## src/sv/exptok_pkg.sv

```systemverilog
`timescale 1ns / 1ps
// exptok_pkg: shared types, character codes and token codes of the expression tokenizer
// no dependencies

package exptok_pkg;

   // width of the number accumulator: saturation point is 2^ACC_W - 1
   localparam int NUMBER_BITS = 32;
   localparam int ACC_W       = (NUMBER_BITS > 32) ? 32 : NUMBER_BITS;
   localparam int NUM_W       = 32;
   localparam int SLOTS       = 6;

   // character classes, also the run class
   localparam logic [1:0] CLS_NONE   = 2'd0;
   localparam logic [1:0] CLS_DIGIT  = 2'd1;
   localparam logic [1:0] CLS_LETTER = 2'd2;
   localparam logic [1:0] CLS_SYMBOL = 2'd3;

   // token kinds
   localparam logic [1:0] KIND_NUMBER = 2'd0;
   localparam logic [1:0] KIND_OPER   = 2'd1;
   localparam logic [1:0] KIND_ARG    = 2'd2;
   localparam logic [1:0] KIND_END    = 2'd3;

   // operator codes
   localparam logic [3:0] OP_NONE  = 4'd0;
   localparam logic [3:0] OP_PLUS  = 4'd1;
   localparam logic [3:0] OP_MINUS = 4'd2;
   localparam logic [3:0] OP_MUL   = 4'd3;
   localparam logic [3:0] OP_DIV   = 4'd4;
   localparam logic [3:0] OP_LPAR  = 4'd5;
   localparam logic [3:0] OP_RPAR  = 4'd6;
   localparam logic [3:0] OP_SIN   = 4'd7;
   localparam logic [3:0] OP_COS   = 4'd8;
   localparam logic [3:0] OP_TAN   = 4'd9;
   localparam logic [3:0] OP_LOG   = 4'd10;
   localparam logic [3:0] OP_LN    = 4'd11;
   localparam logic [3:0] OP_EXP   = 4'd12;
   localparam logic [3:0] OP_POW   = 4'd13;

   // symbol characters
   localparam logic [7:0] CH_PLUS  = 8'h2B;
   localparam logic [7:0] CH_MINUS = 8'h2D;
   localparam logic [7:0] CH_MUL   = 8'h2A;
   localparam logic [7:0] CH_DIV   = 8'h2F;
   localparam logic [7:0] CH_LPAR  = 8'h28;
   localparam logic [7:0] CH_RPAR  = 8'h29;
   localparam logic [7:0] CH_POW   = 8'h5E;
   localparam logic [7:0] CH_0     = 8'h30;
   localparam logic [7:0] CH_9     = 8'h39;
   localparam logic [7:0] CH_LA    = 8'h61;
   localparam logic [7:0] CH_LZ    = 8'h7A;
   localparam logic [7:0] CH_UA    = 8'h41;
   localparam logic [7:0] CH_UZ    = 8'h5A;

   // function names, first letter in the top byte
   localparam logic [23:0] WORD_SIN = "sin";
   localparam logic [23:0] WORD_COS = "cos";
   localparam logic [23:0] WORD_TAN = "tan";
   localparam logic [23:0] WORD_LOG = "log";
   localparam logic [23:0] WORD_EXP = "exp";
   localparam logic [15:0] WORD_LN  = "ln";

   // configuration register indexes
   localparam int CSR_IDX_W = 2;
   localparam logic [CSR_IDX_W-1:0] REG_FIRST_EN     = 2'd0;
   localparam logic [CSR_IDX_W-1:0] REG_SECOND_EN    = 2'd1;
   localparam logic [CSR_IDX_W-1:0] REG_FIRST_LETTER = 2'd2;
   localparam logic [CSR_IDX_W-1:0] REG_SECOND_LETTER = 2'd3;

   localparam logic [7:0] RST_FIRST_LETTER  = 8'd120;
   localparam logic [7:0] RST_SECOND_LETTER = 8'd121;

   typedef struct packed {
      logic [1:0]       kind;
      logic [3:0]       op;
      logic [NUM_W-1:0] num;
      logic             arg;
   } token_type;

   typedef struct packed {
      logic             first_en;
      logic             second_en;
      logic [7:0]       first_letter;
      logic [7:0]       second_letter;
   } cfg_type;

   // tokens given by closing one run
   typedef struct packed {
      logic [1:0]      hit;
      token_type [1:0] tok;
   } close_type;

   // all candidate tokens of one character, in output order
   typedef struct packed {
      logic [SLOTS-1:0]      hit;
      token_type [SLOTS-1:0] tok;
   } slots_type;

endpackage

```

## src/sv/exptok_if.sv

```systemverilog
`timescale 1ns / 1ps
// exptok channel interfaces: character requests, token results, register writes
// depends on exptok_pkg for the register index width

interface exptok_req_if;
   logic       valid;
   logic       ready;
   logic [7:0] char_code;
   logic       is_final;

   modport source (output valid, output char_code, output is_final, input ready);
   modport sink   (input valid, input char_code, input is_final, output ready);
endinterface

interface exptok_rsp_if;
   logic        valid;
   logic        ready;
   logic [1:0]  token_kind;
   logic [3:0]  operator_code;
   logic [31:0] number_value;
   logic        arg_index;
   logic        last_of_run;

   modport source (output valid, output token_kind, output operator_code,
                   output number_value, output arg_index, output last_of_run,
                   input ready);
   modport sink   (input valid, input token_kind, input operator_code,
                   input number_value, input arg_index, input last_of_run,
                   output ready);
endinterface

interface exptok_csr_if;
   logic                          valid;
   logic                          ready;
   logic [exptok_pkg::CSR_IDX_W-1:0] index;
   logic [7:0]                    data;

   modport source (output valid, output index, output data, input ready);
   modport sink   (input valid, input index, input data, output ready);
endinterface

```

## src/sv/exptok_lexer.sv

```systemverilog
`timescale 1ns / 1ps
// exptok_lexer: run state registers and per-character token generation
// depends on exptok_pkg

module exptok_lexer import exptok_pkg::*; (
   input  logic       clock,
   input  logic       reset,
   input  logic       load,
   input  logic [7:0] char_code,
   input  logic       is_final,
   input  cfg_type    cfg,
   output slots_type  slots
);

   logic [1:0]       run_class_ff, run_class_in;
   logic [ACC_W-1:0] accum_ff, accum_in;
   logic [2:0]       letter_count_ff, letter_count_in;
   logic [7:0]       letter_ff [3];
   logic [7:0]       letter_in [3];

   logic [1:0]       cls;
   logic             changed;
   logic [ACC_W-1:0] base_acc, new_acc;
   logic [2:0]       base_cnt, new_cnt;
   logic [ACC_W+3:0] prod;
   logic [3:0]       op_sym;
   close_type        close_prev, close_fin;

   function automatic close_type close_run(input logic [1:0] rc,
                                           input logic [ACC_W-1:0] acc,
                                           input logic [7:0] b0,
                                           input logic [7:0] b1,
                                           input logic [7:0] b2,
                                           input logic [2:0] cnt,
                                           input cfg_type c);
      close_type r;
      r = '0;
      unique case (rc)
         CLS_DIGIT: begin
            r.hit[0]      = 1'b1;
            r.tok[0].kind = KIND_NUMBER;
            r.tok[0].num  = NUM_W'(acc);
         end
         CLS_LETTER: begin
            r.tok[0].kind = KIND_OPER;
            if (cnt == 3'd1) begin
               r.tok[0].kind = KIND_ARG;
               r.tok[1].kind = KIND_ARG;
               r.tok[1].arg  = 1'b1;
               r.hit[0] = c.first_en && (b0 == c.first_letter);
               r.hit[1] = c.second_en && (b0 == c.second_letter);
            end else if (cnt == 3'd2) begin
               r.hit[0]    = ({b0, b1} == WORD_LN);
               r.tok[0].op = OP_LN;
            end else if (cnt == 3'd3) begin
               r.hit[0] = 1'b1;
               priority if ({b0, b1, b2} == WORD_SIN) r.tok[0].op = OP_SIN;
               else if ({b0, b1, b2} == WORD_COS) r.tok[0].op = OP_COS;
               else if ({b0, b1, b2} == WORD_TAN) r.tok[0].op = OP_TAN;
               else if ({b0, b1, b2} == WORD_LOG) r.tok[0].op = OP_LOG;
               else if ({b0, b1, b2} == WORD_EXP) r.tok[0].op = OP_EXP;
               else r.hit[0] = 1'b0;
            end
         end
         default: ;
      endcase
      return r;
   endfunction

   always_comb begin
      if (char_code >= CH_0 && char_code <= CH_9) begin
         cls = CLS_DIGIT;
      end else if ((char_code >= CH_LA && char_code <= CH_LZ) ||
                   (char_code >= CH_UA && char_code <= CH_UZ)) begin
         cls = CLS_LETTER;
      end else begin
         cls = CLS_SYMBOL;
      end

      changed  = (cls != run_class_ff);
      base_acc = changed ? '0 : accum_ff;
      base_cnt = changed ? 3'd0 : letter_count_ff;

      // acc * 10 + digit; any carry into the top bits means saturation
      prod = ({4'd0, base_acc} << 3) + ({4'd0, base_acc} << 1)
             + (ACC_W+4)'(char_code - CH_0);

      new_acc = base_acc;
      new_cnt = base_cnt;
      for (int i = 0; i < 3; i++) begin
         letter_in[i] = letter_ff[i];
      end
      if (cls == CLS_DIGIT) begin
         new_acc = (|prod[ACC_W+3:ACC_W]) ? '1 : prod[ACC_W-1:0];
      end else if (cls == CLS_LETTER) begin
         for (int i = 0; i < 3; i++) begin
            if (base_cnt == 3'(i)) letter_in[i] = char_code;
         end
         if (base_cnt < 3'd4) new_cnt = base_cnt + 3'd1;
      end

      unique case (char_code)
         CH_PLUS:  op_sym = OP_PLUS;
         CH_MINUS: op_sym = OP_MINUS;
         CH_MUL:   op_sym = OP_MUL;
         CH_DIV:   op_sym = OP_DIV;
         CH_LPAR:  op_sym = OP_LPAR;
         CH_RPAR:  op_sym = OP_RPAR;
         CH_POW:   op_sym = OP_POW;
         default:  op_sym = OP_NONE;
      endcase

      close_prev = changed ? close_run(run_class_ff, accum_ff, letter_ff[0],
                                       letter_ff[1], letter_ff[2],
                                       letter_count_ff, cfg)
                           : '0;
      close_fin  = is_final ? close_run(cls, new_acc, letter_in[0], letter_in[1],
                                        letter_in[2], new_cnt, cfg)
                            : '0;

      slots             = '0;
      slots.hit[1:0]    = close_prev.hit;
      slots.tok[1:0]    = close_prev.tok;
      slots.hit[2]      = (cls == CLS_SYMBOL) && (op_sym != OP_NONE);
      slots.tok[2].kind = KIND_OPER;
      slots.tok[2].op   = op_sym;
      slots.hit[4:3]    = close_fin.hit;
      slots.tok[4:3]    = close_fin.tok;
      slots.hit[5]      = is_final;
      slots.tok[5].kind = KIND_END;

      if (is_final) begin
         run_class_in    = CLS_NONE;
         accum_in        = '0;
         letter_count_in = 3'd0;
      end else begin
         run_class_in    = cls;
         accum_in        = new_acc;
         letter_count_in = new_cnt;
      end
   end

   always_ff @(posedge clock) begin
      if (reset) begin
         run_class_ff    <= CLS_NONE;
         accum_ff        <= '0;
         letter_count_ff <= 3'd0;
      end else if (load) begin
         run_class_ff    <= run_class_in;
         accum_ff        <= accum_in;
         letter_count_ff <= letter_count_in;
      end
   end

   always_ff @(posedge clock) begin
      if (load) begin
         for (int i = 0; i < 3; i++) begin
            letter_ff[i] <= letter_in[i];
         end
      end
   end

   a_count_in_letter_run: assert property (@(posedge clock) disable iff (reset)
      (run_class_ff != CLS_LETTER) |-> (letter_count_ff == 3'd0))
      else $error("letter count open outside a letter run");

   a_accum_in_digit_run: assert property (@(posedge clock) disable iff (reset)
      (run_class_ff != CLS_DIGIT) |-> (accum_ff == '0))
      else $error("number accumulator nonzero outside a digit run");

endmodule

```

## src/sv/exptok_queue.sv

```systemverilog
`timescale 1ns / 1ps
// exptok_queue: holds the tokens of one character and hands them out one per cycle while out_ready is high
// depends on exptok_pkg

module exptok_queue import exptok_pkg::*; (
   input  logic      clock,
   input  logic      reset,
   input  logic      load,
   input  slots_type slots,
   output logic      load_ok,
   output logic      out_valid,
   input  logic      out_ready,
   output token_type out_tok,
   output logic      out_last
);

   logic [SLOTS-1:0]      hit_ff, hit_in;
   token_type [SLOTS-1:0] tok_ff;
   logic [SLOTS-1:0]      pick;
   logic [SLOTS-1:0]      rest;

   always_comb begin
      pick      = hit_ff & (~hit_ff + SLOTS'(1));
      rest      = hit_ff & ~pick;
      out_valid = |hit_ff;
      out_last  = (rest == '0);
      out_tok   = '0;
      for (int i = 0; i < SLOTS; i++) begin
         if (pick[i]) out_tok = tok_ff[i];
      end
      load_ok = !out_valid || (out_last && out_ready);

      if (load) begin
         hit_in = slots.hit;
      end else if (out_valid && out_ready) begin
         hit_in = rest;
      end else begin
         hit_in = hit_ff;
      end
   end

   always_ff @(posedge clock) begin
      if (reset) begin
         hit_ff <= '0;
      end else begin
         hit_ff <= hit_in;
      end
   end

   always_ff @(posedge clock) begin
      if (load) tok_ff <= slots.tok;
   end

   a_at_most_four: assert property (@(posedge clock) disable iff (reset)
      $countones(hit_ff) <= 4)
      else $error("more than four tokens held for one character");

endmodule

```

## src/sv/expression_tokenizer.sv

```systemverilog
`timescale 1ns / 1ps
// expression_tokenizer: top level of the streaming expression lexer
// depends on exptok_pkg, exptok_if, exptok_lexer, exptok_queue
//
// the first token of a request shows on rsp in the cycle after the request is accepted
// one request per cycle while each gives at most one token and rsp is ready; the queue
//   drains one token per cycle while rsp is ready, so a request that gives more (up to
//   four) holds the queue, which takes a new request only as its last token leaves
// reset (synchronous): configuration registers return to defaults, no run open, token queue empty

module expression_tokenizer import exptok_pkg::*; (
   input  logic         clock,
   input  logic         reset,
   exptok_req_if.sink   req_port,
   exptok_rsp_if.source rsp_port,
   exptok_csr_if.sink   csr_port
);

   // configuration registers
   logic       first_arg_enable_ff;
   logic       second_arg_enable_ff;
   logic [7:0] first_arg_letter_ff;
   logic [7:0] second_arg_letter_ff;
   cfg_type    cfg;

   logic       req_fire;
   logic       load_ok;
   slots_type  slots;
   token_type  out_tok;
   logic       out_valid;
   logic       out_last;

   // register writes are always taken
   assign csr_port.ready = 1'b1;

   always_ff @(posedge clock) begin
      if (reset) begin
         first_arg_enable_ff  <= 1'b1;
         second_arg_enable_ff <= 1'b0;
         first_arg_letter_ff  <= RST_FIRST_LETTER;
         second_arg_letter_ff <= RST_SECOND_LETTER;
      end else if (csr_port.valid) begin
         unique case (csr_port.index)
            REG_FIRST_EN:      first_arg_enable_ff  <= csr_port.data[0];
            REG_SECOND_EN:     second_arg_enable_ff <= csr_port.data[0];
            REG_FIRST_LETTER:  first_arg_letter_ff  <= csr_port.data;
            REG_SECOND_LETTER: second_arg_letter_ff <= csr_port.data;
            default: ;
         endcase
      end
   end

   assign cfg = '{first_en:      first_arg_enable_ff,
                  second_en:     second_arg_enable_ff,
                  first_letter:  first_arg_letter_ff,
                  second_letter: second_arg_letter_ff};

   // a request is taken when the queue is empty or its last token leaves now
   assign req_port.ready = load_ok;
   assign req_fire       = req_port.valid && load_ok;

   // run state and token candidates for the incoming character
   exptok_lexer u_lexer (
      .clock     (clock),
      .reset     (reset),
      .load      (req_fire),
      .char_code (req_port.char_code),
      .is_final  (req_port.is_final),
      .cfg       (cfg),
      .slots     (slots)
   );

   // result register: tokens of the last request, lowest slot first
   exptok_queue u_queue (
      .clock     (clock),
      .reset     (reset),
      .load      (req_fire),
      .slots     (slots),
      .load_ok   (load_ok),
      .out_valid (out_valid),
      .out_ready (rsp_port.ready),
      .out_tok   (out_tok),
      .out_last  (out_last)
   );

   assign rsp_port.valid         = out_valid;
   assign rsp_port.token_kind    = out_tok.kind;
   assign rsp_port.operator_code = out_tok.op;
   assign rsp_port.number_value  = out_tok.num;
   assign rsp_port.arg_index     = out_tok.arg;
   assign rsp_port.last_of_run   = out_last;

   // a new request never overtakes tokens still waiting
   a_no_overrun: assert property (@(posedge clock) disable iff (reset)
      req_fire |-> (!rsp_port.valid || (rsp_port.ready && rsp_port.last_of_run)))
      else $error("request accepted while tokens still pending");

   // a token not marked last is always followed by another
   a_run_continues: assert property (@(posedge clock) disable iff (reset)
      (rsp_port.valid && rsp_port.ready && !rsp_port.last_of_run) |=> rsp_port.valid)
      else $error("token run ended without a last marker");

endmodule

```

## src/flat_wrapper.sv

```systemverilog
// flat-port wrapper written by rule: the top's interface ports become plain ports
module expression_tokenizer_flat import exptok_pkg::*;
  (clock, reset, req_port_valid, req_port_char_code, req_port_is_final, req_port_ready, rsp_port_valid, rsp_port_token_kind, rsp_port_operator_code, rsp_port_number_value, rsp_port_arg_index, rsp_port_last_of_run, rsp_port_ready, csr_port_valid, csr_port_index, csr_port_data, csr_port_ready);
  exptok_req_if req_port_i ();
  exptok_rsp_if rsp_port_i ();
  exptok_csr_if csr_port_i ();
  input  logic clock;
  input  logic reset;
  input wire logic [$bits(req_port_i.valid)-1:0] req_port_valid;
  input wire logic [$bits(req_port_i.char_code)-1:0] req_port_char_code;
  input wire logic [$bits(req_port_i.is_final)-1:0] req_port_is_final;
  output wire logic [$bits(req_port_i.ready)-1:0] req_port_ready;
  output wire logic [$bits(rsp_port_i.valid)-1:0] rsp_port_valid;
  output wire logic [$bits(rsp_port_i.token_kind)-1:0] rsp_port_token_kind;
  output wire logic [$bits(rsp_port_i.operator_code)-1:0] rsp_port_operator_code;
  output wire logic [$bits(rsp_port_i.number_value)-1:0] rsp_port_number_value;
  output wire logic [$bits(rsp_port_i.arg_index)-1:0] rsp_port_arg_index;
  output wire logic [$bits(rsp_port_i.last_of_run)-1:0] rsp_port_last_of_run;
  input wire logic [$bits(rsp_port_i.ready)-1:0] rsp_port_ready;
  input wire logic [$bits(csr_port_i.valid)-1:0] csr_port_valid;
  input wire logic [$bits(csr_port_i.index)-1:0] csr_port_index;
  input wire logic [$bits(csr_port_i.data)-1:0] csr_port_data;
  output wire logic [$bits(csr_port_i.ready)-1:0] csr_port_ready;
  assign req_port_i.valid = req_port_valid;
  assign req_port_i.char_code = req_port_char_code;
  assign req_port_i.is_final = req_port_is_final;
  assign req_port_ready = req_port_i.ready;
  assign rsp_port_valid = rsp_port_i.valid;
  assign rsp_port_token_kind = rsp_port_i.token_kind;
  assign rsp_port_operator_code = rsp_port_i.operator_code;
  assign rsp_port_number_value = rsp_port_i.number_value;
  assign rsp_port_arg_index = rsp_port_i.arg_index;
  assign rsp_port_last_of_run = rsp_port_i.last_of_run;
  assign rsp_port_i.ready = rsp_port_ready;
  assign csr_port_i.valid = csr_port_valid;
  assign csr_port_i.index = csr_port_index;
  assign csr_port_i.data = csr_port_data;
  assign csr_port_ready = csr_port_i.ready;
  expression_tokenizer u_core (.clock(clock), .reset(reset), .req_port(req_port_i), .rsp_port(rsp_port_i), .csr_port(csr_port_i));
endmodule
```

## config.mk

```make
export PLATFORM = sky130hd
export DESIGN_NAME = expression_tokenizer_flat
export DESIGN_NICKNAME = d
export VERILOG_FILES = /design/src/sv/exptok_pkg.sv /design/src/sv/exptok_if.sv /design/src/sv/exptok_lexer.sv /design/src/sv/exptok_queue.sv /design/src/sv/expression_tokenizer.sv /design/src/flat_wrapper.sv
export SDC_FILE = /design/constraint.sdc
export NUM_CORES = 1
export LEC_CHECK = 0
export BUFFER_PORTS_ARGS = -buffer_cell sky130_fd_sc_hd__buf_2
export CORE_MARGIN = 5
export CORE_UTILIZATION = 56
export DETAILED_ROUTE_END_ITERATION = 8
export PLACE_DENSITY_LB_ADDON = 0.05
export SYNTH_ARGS = -nofsm -noshare
export SYNTH_HDL_FRONTEND = slang
export SYNTH_SLANG_ARGS = --single-unit
```

## constraint.sdc

```tcl
create_clock -name clock -period 5.8 [get_ports clock]
set_input_delay 0.58 -clock clock [delete_from_list [all_inputs] [get_ports clock]]
set_output_delay 0.58 -clock clock [all_outputs]
set_load 0.01 [all_outputs]
```

==> results of run 1 <==
## final cells by class
| cell class | instances | area, um2 | share of cell area |
|---|---|---|---|
| Inverter | 76 | 288 | 0.0210 |
| Tap cell | 270 | 338 | 0.0247 |
| Clock buffer | 17 | 425 | 0.0311 |
| Timing Repair Buffer | 207 | 1450 | 0.106 |
| Sequential cell | 165 | 4340 | 0.318 |
| Multi-Input combinational cell | 923 | 6670 | 0.488 |
| Clock inverter | 15 | 165 | 0.0121 |
## cells by family after synthesis
family,Yosys count,share of synthesized area
simple gates,431,0.197
compound gates,327,0.199
flops,165,0.376
buf+inv,152,0.0528
fa+ha+maj,80,0.107
xor+xnor,56,0.0425
mux,27,0.0253
other cells,1,0.000325
## cell usage in the layout, fill, tap and decap left out, types with 34 or more instances in the layout
cell,n
edfxtp_1,104
buf_4,137
ha_1,48
inv_1,72
and3_1,41
dfxtp_1,61
buf_2,65
and2_1,35
nor2_1,66
a21oi_1,97
nand2_1,130
a22o_1,34
## registers in the layout (all words and copies together) (netlist names)
register                        flops
u_core.first_arg_letter_ff          8
u_core.u_lexer.accum_ff            32
u_core.u_lexer.letter_ff           24
u_core.u_queue.tok_ff              80
u_core.second_arg_enable_ff         1
u_core.u_queue.hit_ff               6
u_core.u_lexer.letter_count_ff      3
u_core.first_arg_enable_ff          1
u_core.u_lexer.run_class_ff         2
u_core.second_arg_letter_ff         8
## worst min-delay path, stage by stage
cell	delay, ns
buf_2	0.09
nand2_1	0.04
nand3_1	0.06
## metrics by stage
step	util	setup WS [ns]	setup TNS, ns	hold slack, ns	power, mW
floorplan	-	-0.00203	-0.00203	0.434	1.59
global placement	0.645	-0.0616	-0.436	0.456	1.73
detailed placement	0.645	-0.183	-5.35	0.480	1.73
CTS	0.674	0.270	0	0.356	2.84
global route	0.676	0.0155	0	0.379	2.95
finish	0.676	0.307	0	0.372	2.84
## routing by layer
metal  GRT usage  vias up  part of all wire
li1            -     4867                 -
met1       0.453     4832              0.49
met2       0.394      469              0.41
met3      0.0599       41             0.090
met4      0.0606        0             0.013
met5           0        -                 0
## power by group
| group | internal (mW) | switching (mW) | leakage [nW] |
|---|---|---|---|
| registers | 1.30 | 0.0399 | 1.54 |
| clock network | 0.576 | 0.544 | 0.283 |
| logic | 0.148 | 0.231 | 4.25 |
| total | 2.02 | 0.815 | 6.07 |
## timing repair
action / 4_1_cts / 5_1_grt
setup buffers: 0 / 0
gates resized for setup: 0 / 5
setup endpoints to repair: 0 / 62
## worst max-delay path by stage
stage,start,end,slack (ns),cells past startpoint
after floorplan,req_port_char_code[5],u_core.u_lexer.accum_ff[27]$_SDFFE_PP0P_,-0.002,25
after global placement,req_port_char_code[4],u_core.u_queue.tok_ff[131]$_SDFFCE_PN0P_,-0.06,27
after detailed placement,req_port_char_code[4],u_core.u_queue.tok_ff[124]$_SDFFCE_PN0P_,-0.18,26
after CTS,req_port_char_code[4],u_core.u_queue.tok_ff[124]$_SDFFCE_PN0P_,0.27,26
after global routing,req_port_char_code[4],u_core.u_lexer.accum_ff[4]$_SDFFE_PP0P_,0.02,26
final,req_port_char_code[4],u_core.u_queue.tok_ff[144]$_SDFFCE_PN0P_,0.31,27
==> impl_metrics.env, run 1 <==
export IMPL_cts_hold_buf=0
export IMPL_grtUsageTotal=0.283
export IMPL_rows=52
export IMPL_ys_seq_area_frac=0.376
export IMPL_grt_pass1_vias=9623
export IMPL_timing_rr_end="u_core.u_queue.tok_ff[144]$_SDFFCE_PN0P_"
export IMPL_dieArea_um2=23600
export IMPL_nFillCells=1706
export IMPL_max_stage_delay_ns=0.48
export IMPL_antenna_found_initial=0
export IMPL_synth_distinct_cells=87
export IMPL_async_flop_share=0
export IMPL_cp_required_ns=5.94
export IMPL_cts_sinks=165
export IMPL_clock_skew_ns=0.00923
export IMPL_wl_per_cell_um=19.9
export IMPL_cp_end_kind="flop"
export IMPL_hold_depth=3
export IMPL_yosys_warnings=0
export IMPL_whs_endpoint="u_core.second_arg_letter_ff[3]$_SDFFE_PP1P_"
export IMPL_cp_common_cell="buf_4"
export IMPL_finalCritPeriodShare=0.947
export IMPL_critical_path_slowest_cell="fa_1"
export IMPL_period_needed_ns=5.49
export IMPL_io_pins=67
export IMPL_ir_drop_mv=0.208
export IMPL_dp_cells=1640
export IMPL_cts_buffers=17
export IMPL_dieHeight_um=154
export IMPL_area_growth_pct=18.5
export IMPL_fin_cells=1673
export IMPL_num_vias=10200
export IMPL_cts_root_buf="clkbuf_16"
export IMPL_port_buffers=65
export IMPL_fin_nets=1493
export IMPL_cts_buffer_depth=2
export IMPL_ys_flop_type="edfxtp_1"
export IMPL_grt_pass1_wl_mm=53.7
export IMPL_avgSynthCellArea_um2=9.31
export IMPL_overflow=0
export IMPL_via_per_inst=6.10
export IMPL_violations="capacitance limit, slew limit"
export IMPL_synth_most_common_cell="nand2_1"
export IMPL_hold_start="csr_port_data[3]"
export IMPL_r2r_start="u_core.u_lexer.run_class_ff[1]$_SDFFE_PP0P_"
export IMPL_worstSetupStartpointType="primary input"
export IMPL_arrival_ns=5.63
export IMPL_die_w_um=154
export IMPL_diodes=0
export IMPL_ant_nets=0
export IMPL_clock_latency_ns=0.43
export IMPL_synth_edf_count=104
export IMPL_drv_cap=1
export IMPL_synthTopCellsByCount="nand2_1 (131), edfxtp_1 (104), a21oi_1 (98)"
export IMPL_placeableCoreArea_um2=20200
export IMPL_p_leak_nw=6.07
export IMPL_drt_iter0_drc=1027
export IMPL_crit_type="in2reg"
export IMPL_slew_headroom=-0.0679
export IMPL_rsz0062_at_grt="no"
export IMPL_initial_core_util=0.570
export IMPL_tightest_slew_ns=1.56
export IMPL_gp_congestion=0.977
export IMPL_cts_htree_levels=4
export IMPL_critical_path_top_delay_family="compound AO/OA/AOI/OAI gates"
export IMPL_drive_above_1_share=0.206
export IMPL_p_per_area_nw_per_um2=208
export IMPL_syn_num_nets=1342
export IMPL_worst_path_buf_inv=7
export IMPL_drt_first_pass_iters=5
export IMPL_synth_seq_cells=165
export IMPL_status="finished with violations"
export IMPL_hold_path_class="in2reg"
export IMPL_dpl_hpwl_mm=25.3
export IMPL_synth_top_area_frac=0.271
export IMPL_synth_area_leader_cell="edfxtp_1"
export IMPL_post_dp_cell_area_um2=13100
export IMPL_routed_wl_mm=33.2
export IMPL_synthesis_area_um2=11500
export IMPL_path_clk_slew_ns=0.07
export IMPL_reg2reg_slack_ns=0.69
export IMPL_hold_viol=0
export IMPL_cts_tree="yes"
export IMPL_synthesis_instances=1239
export IMPL_synth_area_leaders="edfxtp_1 (27%), dfxtp_1 (11%), fa_1 (5.4%)"
export IMPL_fin_area_um2=13700
export IMPL_route_detailed_drc=0
export IMPL_path_max_fanout=9
export IMPL_setup_viol=0
export IMPL_reg2reg_depth=19
export IMPL_clock_fmax_mhz=182
export IMPL_finalMaxSlewViolations=3
export IMPL_grt_max_degree=56
Note: power is estimated with default switching activity, not from simulation.
==> inputs of run 2 (changes only) <==
--- a/config.mk
+++ b/config.mk
@@ -8,5 +8,5 @@
 export BUFFER_PORTS_ARGS = -buffer_cell sky130_fd_sc_hd__buf_2
 export CORE_MARGIN = 5
-export CORE_UTILIZATION = 56
+export CORE_UTILIZATION = 62
 export DETAILED_ROUTE_END_ITERATION = 8
 export PLACE_DENSITY_LB_ADDON = 0.05
==> constraint.sdc (replaced) <==
create_clock -name clock -period 5.1 [get_ports clock]
set_input_delay 0.51 -clock clock [delete_from_list [all_inputs] [get_ports clock]]
set_output_delay 0.51 -clock clock [all_outputs]
set_load 0.02 [all_outputs]
==> run 2 against run 1 <==
The flow finishes with violations (setup timing). First-iteration DRC count is 52% higher. Utilization is 17 points higher. Power is 21% higher. Critical path type unchanged. Largest cell class unchanged. Wire length is 16% higher. Die area is 9.1% lower. Via count is 10% higher. Worst hold slack worse by 0.071 ns. Setup slack worse by 0.42 ns. Sequential power is 13% higher. Global-route usage is 3.5 points higher. Highest routed layer is now met5.
==> impl_metrics.env, run 2 (synthesized netlist as in run 1, its figures left out) <==
export IMPL_grt_max_degree=81
export IMPL_placeableCoreArea_um2=18100
export IMPL_ir_drop_mv=0.259
export IMPL_dieArea_um2=21400
export IMPL_cp_required_ns=5.39
export IMPL_hold_viol=0
export IMPL_grt_pass1_wl_mm=54.6
export IMPL_cp_end_kind="flop"
export IMPL_initial_core_util=0.636
export IMPL_cts_tree="yes"
export IMPL_largestRegisters="u_core.u_queue.tok_ff (80), u_core.u_lexer.accum_ff (32), u_core.u_lexer.letter_ff (24)"
export IMPL_drive_above_1_share=0.320
export IMPL_layout_cells_most_common="buf_4"
export IMPL_drv_cap=0
export IMPL_rsz0062_at_grt="yes"
export IMPL_die_w_um=146
export IMPL_finalMaxSlewViolations=0
export IMPL_fin_cells=1695
export IMPL_clock_fmax_mhz=192
export IMPL_clock_latency_ns=0.45
export IMPL_p_leak_nw=6.60
export IMPL_arrival_ns=5.51
export IMPL_crit_type="in2reg"
export IMPL_setup_viol=46
export IMPL_io_pins=67
export IMPL_slew_headroom=0.259
export IMPL_cts_root_buf="clkbuf_16"
export IMPL_gp_congestion=1.02
export IMPL_dp_cells=1634
export IMPL_whs_ns=0.301
export IMPL_fin_ws_ns=-0.117
export IMPL_ant_nets=0
export IMPL_regMostFlops="u_core.u_queue.tok_ff"
export IMPL_path_clk_slew_ns=0.07
export IMPL_layout_common_cells="buf_4 (171), nand2_1 (129), edfxtp_1 (104)"
export IMPL_status="finished with violations"
export IMPL_cts_sinks=165
export IMPL_p_per_area_nw_per_um2=222
export IMPL_fin_nets=1554
export IMPL_grt_pass1_vias=9963
export IMPL_cts_htree_levels=4
export IMPL_finalCritPeriodShare=1.02
export IMPL_drt_first_pass_iters=9
export IMPL_p_total_mw=3.42
export IMPL_dpl_hpwl_mm=25.5
export IMPL_cts_buffer_depth=2
export IMPL_num_vias=11200
export IMPL_overflow=0
export IMPL_rows=49
export IMPL_hold_path_class="in2reg"
export IMPL_routed_wl_mm=38.4
export IMPL_route_detailed_drc=0
export IMPL_antenna_found_initial=2
export IMPL_tightest_slew_ns=1.11
export IMPL_area_growth_pct=33.6
export IMPL_reg2reg_slack_ns=0.06
export IMPL_largest_reg_flops=80
export IMPL_clock_skew_ns=0.0168
export IMPL_period_needed_ns=5.22
export IMPL_port_buffers=65
export IMPL_grtUsageTotal=0.318
export IMPL_violations="setup timing"
export IMPL_dieHeight_um=146
export IMPL_cts_buffers=17
export IMPL_path_max_fanout=8
export IMPL_worstSetupStartpointType="primary input"
export IMPL_wl_per_cell_um=22.7
export IMPL_via_per_inst=6.64
export IMPL_drt_iter0_drc=1566
-- run 2: worst paths after layout --
path | from | end | cells after the start
hold / removal | csr_port_data[3] | u_core.first_arg_letter_ff[3]$_SDFFE_PP1P_ | 3
setup reg to reg | u_core.u_lexer.run_class_ff[1]$_SDFFE_PP0P_ | u_core.u_lexer.accum_ff[17]$_SDFFE_PP0P_ | 20
setup / recovery | req_port_char_code[1] | u_core.u_lexer.accum_ff[17]$_SDFFE_PP0P_ | 24
hold reg to reg | u_core.u_lexer.accum_ff[6]$_SDFFE_PP0P_ | u_core.u_lexer.accum_ff[6]$_SDFFE_PP0P_ | 2
-- run 2: layer usage --
layer / global-route usage / wire length (um) / up-vias
met5: 0 / 11 / -
met1: 0.482 / 16000 / 5334
met3: 0.0985 / 4860 / 128
li1: - / - / 4992
met2: 0.448 / 16500 / 793
met4: 0.0724 / 1110 / 2
-- run 2: through the flow --
step                      TNS (ns)  worst slack [ns]  instance area, um2  utilization
after floorplan             -11.31            -0.264               12000            -
after global placement      -26.40            -0.503               13700        0.754
after detailed placement    -34.00            -0.673               13700        0.754
after CTS                  -0.0293           -0.0183               14400        0.796
after global routing        -10.94            -0.310               15400        0.849
final                        -2.22            -0.117               15400        0.850
-- run 2: final cells by class --
type                       count  area (um2)
multi-input combinational    922        7580
sequential                   165        4340
fill                         995        2730
timing repair buffer         269        2260
clock buffer                  17         425
inverter                      76         309
tap                          229         287
clock inverter                15         204
antenna                        2        5.00
-- run 2: what timing repair did --
| item | in CTS | in global routing |
|---|---|---|
| hold buffers | 0 | 0 |
| endpoints found under the setup margin | 61 | 64 |
| buffers inserted | 2 | 17 |
| resized for setup | 18 | 140 |
| pin swaps | 8 | 61 |
| gates cloned | 1 | 7 |
-- run 2: worst max-delay path, cell delays in order --
cell	delay, ns
buf_8	0.11
mux2_4	0.29
o211ai_2	0.18
o21ai_2	0.10
a21oi_2	0.21
xnor2_2	0.17
nor2_4	0.08
buf_6	0.13
clkbuf_16	0.15
and2_4	0.17
fa_1	0.49
ha_4	0.30
and3_4	0.20
nand3_2	0.11
or3_4	0.44
a21oi_4	0.18
nor2_2	0.09
a311oi_2	0.30
and3_4	0.25
o2111ai_4	0.12
buf_12	0.23
buf_12	0.15
o311ai_0	0.38
o21ai_0	0.16
-- run 2: where the power goes --
part           total [mW]  leakage (nW)  switching (mW)  internal [mW]
Clock                1.37         0.304           0.649          0.718
Sequential           1.52          1.54          0.0456           1.48
Combinational       0.534          4.75           0.317          0.217
==> inputs of run 3 (changes only) <==
Settings changed: CORE_UTILIZATION 62 to 40.
==> run 3 against run 2 <==
The flow still finishes with violations (setup timing). Sequential cell count unchanged. Count of clock-buffer cells in the layout grew 2. Die area up 51%. Wire length grew 1.2%. Setup slack gained 0.0036 ns. Register-to-register slack better by 0.07 ns. Utilization is 30 points lower. Cell count rose by 10%. Highest routed layer unchanged.
==> impl_metrics.env, run 3 (synthesized netlist as in run 1, its figures left out) <==
export IMPL_grtUsageTotal=0.220
export IMPL_hold_depth=3
export IMPL_drv_cap=0
export IMPL_cts_tree="yes"
export IMPL_cts_sinks=165
export IMPL_cts_buffer_depth=2
export IMPL_p_total_mw=3.43
export IMPL_reg2reg_depth=21
export IMPL_multiInputGateArea_um2=7540
export IMPL_diodes=0
export IMPL_startpoint="req_port_char_code[7]"
export IMPL_largestRegisters="u_core.u_queue.tok_ff (80), u_core.u_lexer.accum_ff (32), u_core.u_lexer.letter_ff (24)"
export IMPL_antenna_found_initial=2
export IMPL_drive_above_1_share=0.328
export IMPL_regArea_um2=4340
export IMPL_cp_end_kind="flop"
export IMPL_critical_path_slowest_cell="fa_1"
export IMPL_finalMaxSlewViolations=0
export IMPL_wl_per_cell_um=20.8
export IMPL_arrival_ns=5.39
export IMPL_area_growth_pct=36.2
export IMPL_rows=62
export IMPL_layout_common_cells="buf_4 (187), nand2_1 (128), edfxtp_1 (104)"
export IMPL_path_max_fanout=11
export IMPL_cts_root_buf="clkbuf_16"
export IMPL_grt_busiest_layer="met1"
export IMPL_slew_headroom=0.200
export IMPL_post_dp_cell_area_um2=13900
export IMPL_reg2reg_slack_ns=0.13
export IMPL_dieArea_um2=32300
export IMPL_cts_buffers=17
export IMPL_setup_viol=28
export IMPL_grt_pass1_vias=9818
export IMPL_grt_max_degree=83
export IMPL_grt_pass1_wl_mm=57.2
export IMPL_overflow=0
export IMPL_layout_cells_most_common="buf_4"
export IMPL_dpl_hpwl_mm=27.0
export IMPL_max_stage_delay_ns=0.47
export IMPL_route_detailed_drc=0
export IMPL_gp_congestion=0.929
export IMPL_whs_ns=0.313
export IMPL_met3_usage=0.0384
export IMPL_regMostFlops="u_core.u_queue.tok_ff"
export IMPL_period_needed_ns=5.21
export IMPL_timing_rr_end="u_core.u_queue.tok_ff[135]$_SDFFCE_PN0P_"
export IMPL_worstSetupStartpointType="primary input"
export IMPL_drt_iter0_drc=882
export IMPL_placeableCoreArea_um2=28600
export IMPL_rsz0062_at_grt="yes"
export IMPL_clock_latency_ns=0.43
export IMPL_initial_core_util=0.403
export IMPL_crit_type="in2reg"
export IMPL_violations="setup timing"
export IMPL_die_w_um=180
export IMPL_ir_drop_mv=0.156
export IMPL_p_per_area_nw_per_um2=218
export IMPL_port_buffers=65
export IMPL_routed_wl_mm=38.9
export IMPL_hold_path_class="in2reg"
export IMPL_cts_hold_buf=0
export IMPL_dp_cells=1797
export IMPL_num_vias=10500
export IMPL_cp_required_ns=5.27
export IMPL_met2_usage=0.300
export IMPL_clock_skew_ns=0.0114
export IMPL_met1_usage=0.361
export IMPL_drt_first_pass_iters=6
export IMPL_fin_nets=1576
export IMPL_via_per_inst=5.62
export IMPL_dieHeight_um=180
export IMPL_p_leak_nw=6.71
export IMPL_path_clk_slew_ns=0.07
export IMPL_clock_fmax_mhz=192
export IMPL_io_pins=67
export IMPL_utilization=0.549
export IMPL_hold_viol=0
export IMPL_status="finished with violations"
export IMPL_finalCritPeriodShare=1.02
export IMPL_largest_reg_flops=80
export IMPL_crit_end="u_core.u_queue.tok_ff[135]$_SDFFCE_PN0P_"
export IMPL_r2r_start="u_core.u_lexer.run_class_ff[1]$_SDFFE_PP0P_"
export IMPL_nFillCells=2591
export IMPL_fin_area_um2=15700
export IMPL_fin_ws_ns=-0.113
export IMPL_fin_cells=1870
export IMPL_cts_htree_levels=4
export IMPL_ant_nets=0
export IMPL_tightest_slew_ns=1.20
## run 3: cell count changes in the layout (fill, tap and decap cells not counted), sizes merged
| cell | previous run | this run |
|---|---|---|
| buf | 263 | 283 |
| diode | 2 | 0 |
| clkinvlp | 2 | 3 |
| inv | 82 | 81 |
| clkinv | 6 | 3 |
| bufinv | 1 | 2 |
| clkbuf | 23 | 27 |
## run 3: worst min-delay path by stage
stage                                             start                                           to
2_1_floorplan   u_core.u_lexer.accum_ff[0]$_SDFFE_PP0P_      u_core.u_lexer.accum_ff[0]$_SDFFE_PP0P_
3_3_place_gp   u_core.u_lexer.accum_ff[19]$_SDFFE_PP0P_     u_core.u_lexer.accum_ff[19]$_SDFFE_PP0P_
3_5_place_dp   u_core.u_lexer.accum_ff[15]$_SDFFE_PP0P_     u_core.u_lexer.accum_ff[15]$_SDFFE_PP0P_
4_1_cts                                csr_port_data[4]  u_core.second_arg_letter_ff[4]$_SDFFE_PP1P_
5_1_grt                                csr_port_data[5]   u_core.first_arg_letter_ff[5]$_SDFFE_PP1P_
6_report                               csr_port_data[4]   u_core.first_arg_letter_ff[4]$_SDFFE_PP1P_
## run 3: through the flow
stage,setup WS [ns],setup TNS [ns]
after global routing,-0.254,-8.57
final,-0.113,-0.859
after floorplan,-0.264,-11.31
after detailed placement,-0.588,-31.52
after CTS,0.00317,0
after global placement,-0.546,-30.28
## run 3: report_power, final
group / switching (mW) / internal (mW) / total [mW] / leakage (nW)
Sequential: 0.0436 / 1.48 / 1.52 / 1.54
Combinational: 0.308 / 0.218 / 0.527 / 4.87
Clock: 0.630 / 0.755 / 1.38 / 0.291
## run 3: repair_timing
item | in CTS | in global routing
setup endpoints to repair | 53 | 64
cloned | 2 | 14
hold endpoints to repair | 0 | 0
resized for setup | 50 | 103
buffers inserted | 13 | 15
pin swaps | 23 | 50
## run 3: critical path, delay by kind of cell
family / cells / cell delay (ns)
adder cells (fa/ha/maj): 2 / 0.78
buffers and inverters: 7 / 1.16
XOR/XNOR: 1 / 0.12
AND/OR/NAND/NOR: 6 / 0.89
AO/OA/AOI/OAI: 8 / 1.64
multiplexers: 1 / 0.28
## run 3: area by class of cell
cell class                      instances  area share
Multi-Input combinational cell        922       0.480
Inverter                               76      0.0195
Clock inverter                         13      0.0103
Timing Repair Buffer                  291       0.155
Tap cell                              384      0.0306
Sequential cell                       165       0.276
Clock buffer                           19      0.0282
## run 3: layer usage
| metal | wire length, um | vias up |
|---|---|---|
| li1 | - | 5021 |
| met1 | 20100 | 5127 |
| met2 | 16000 | 328 |
| met3 | 2270 | 32 |
| met4 | 447 | 2 |
| met5 | 13 | - |
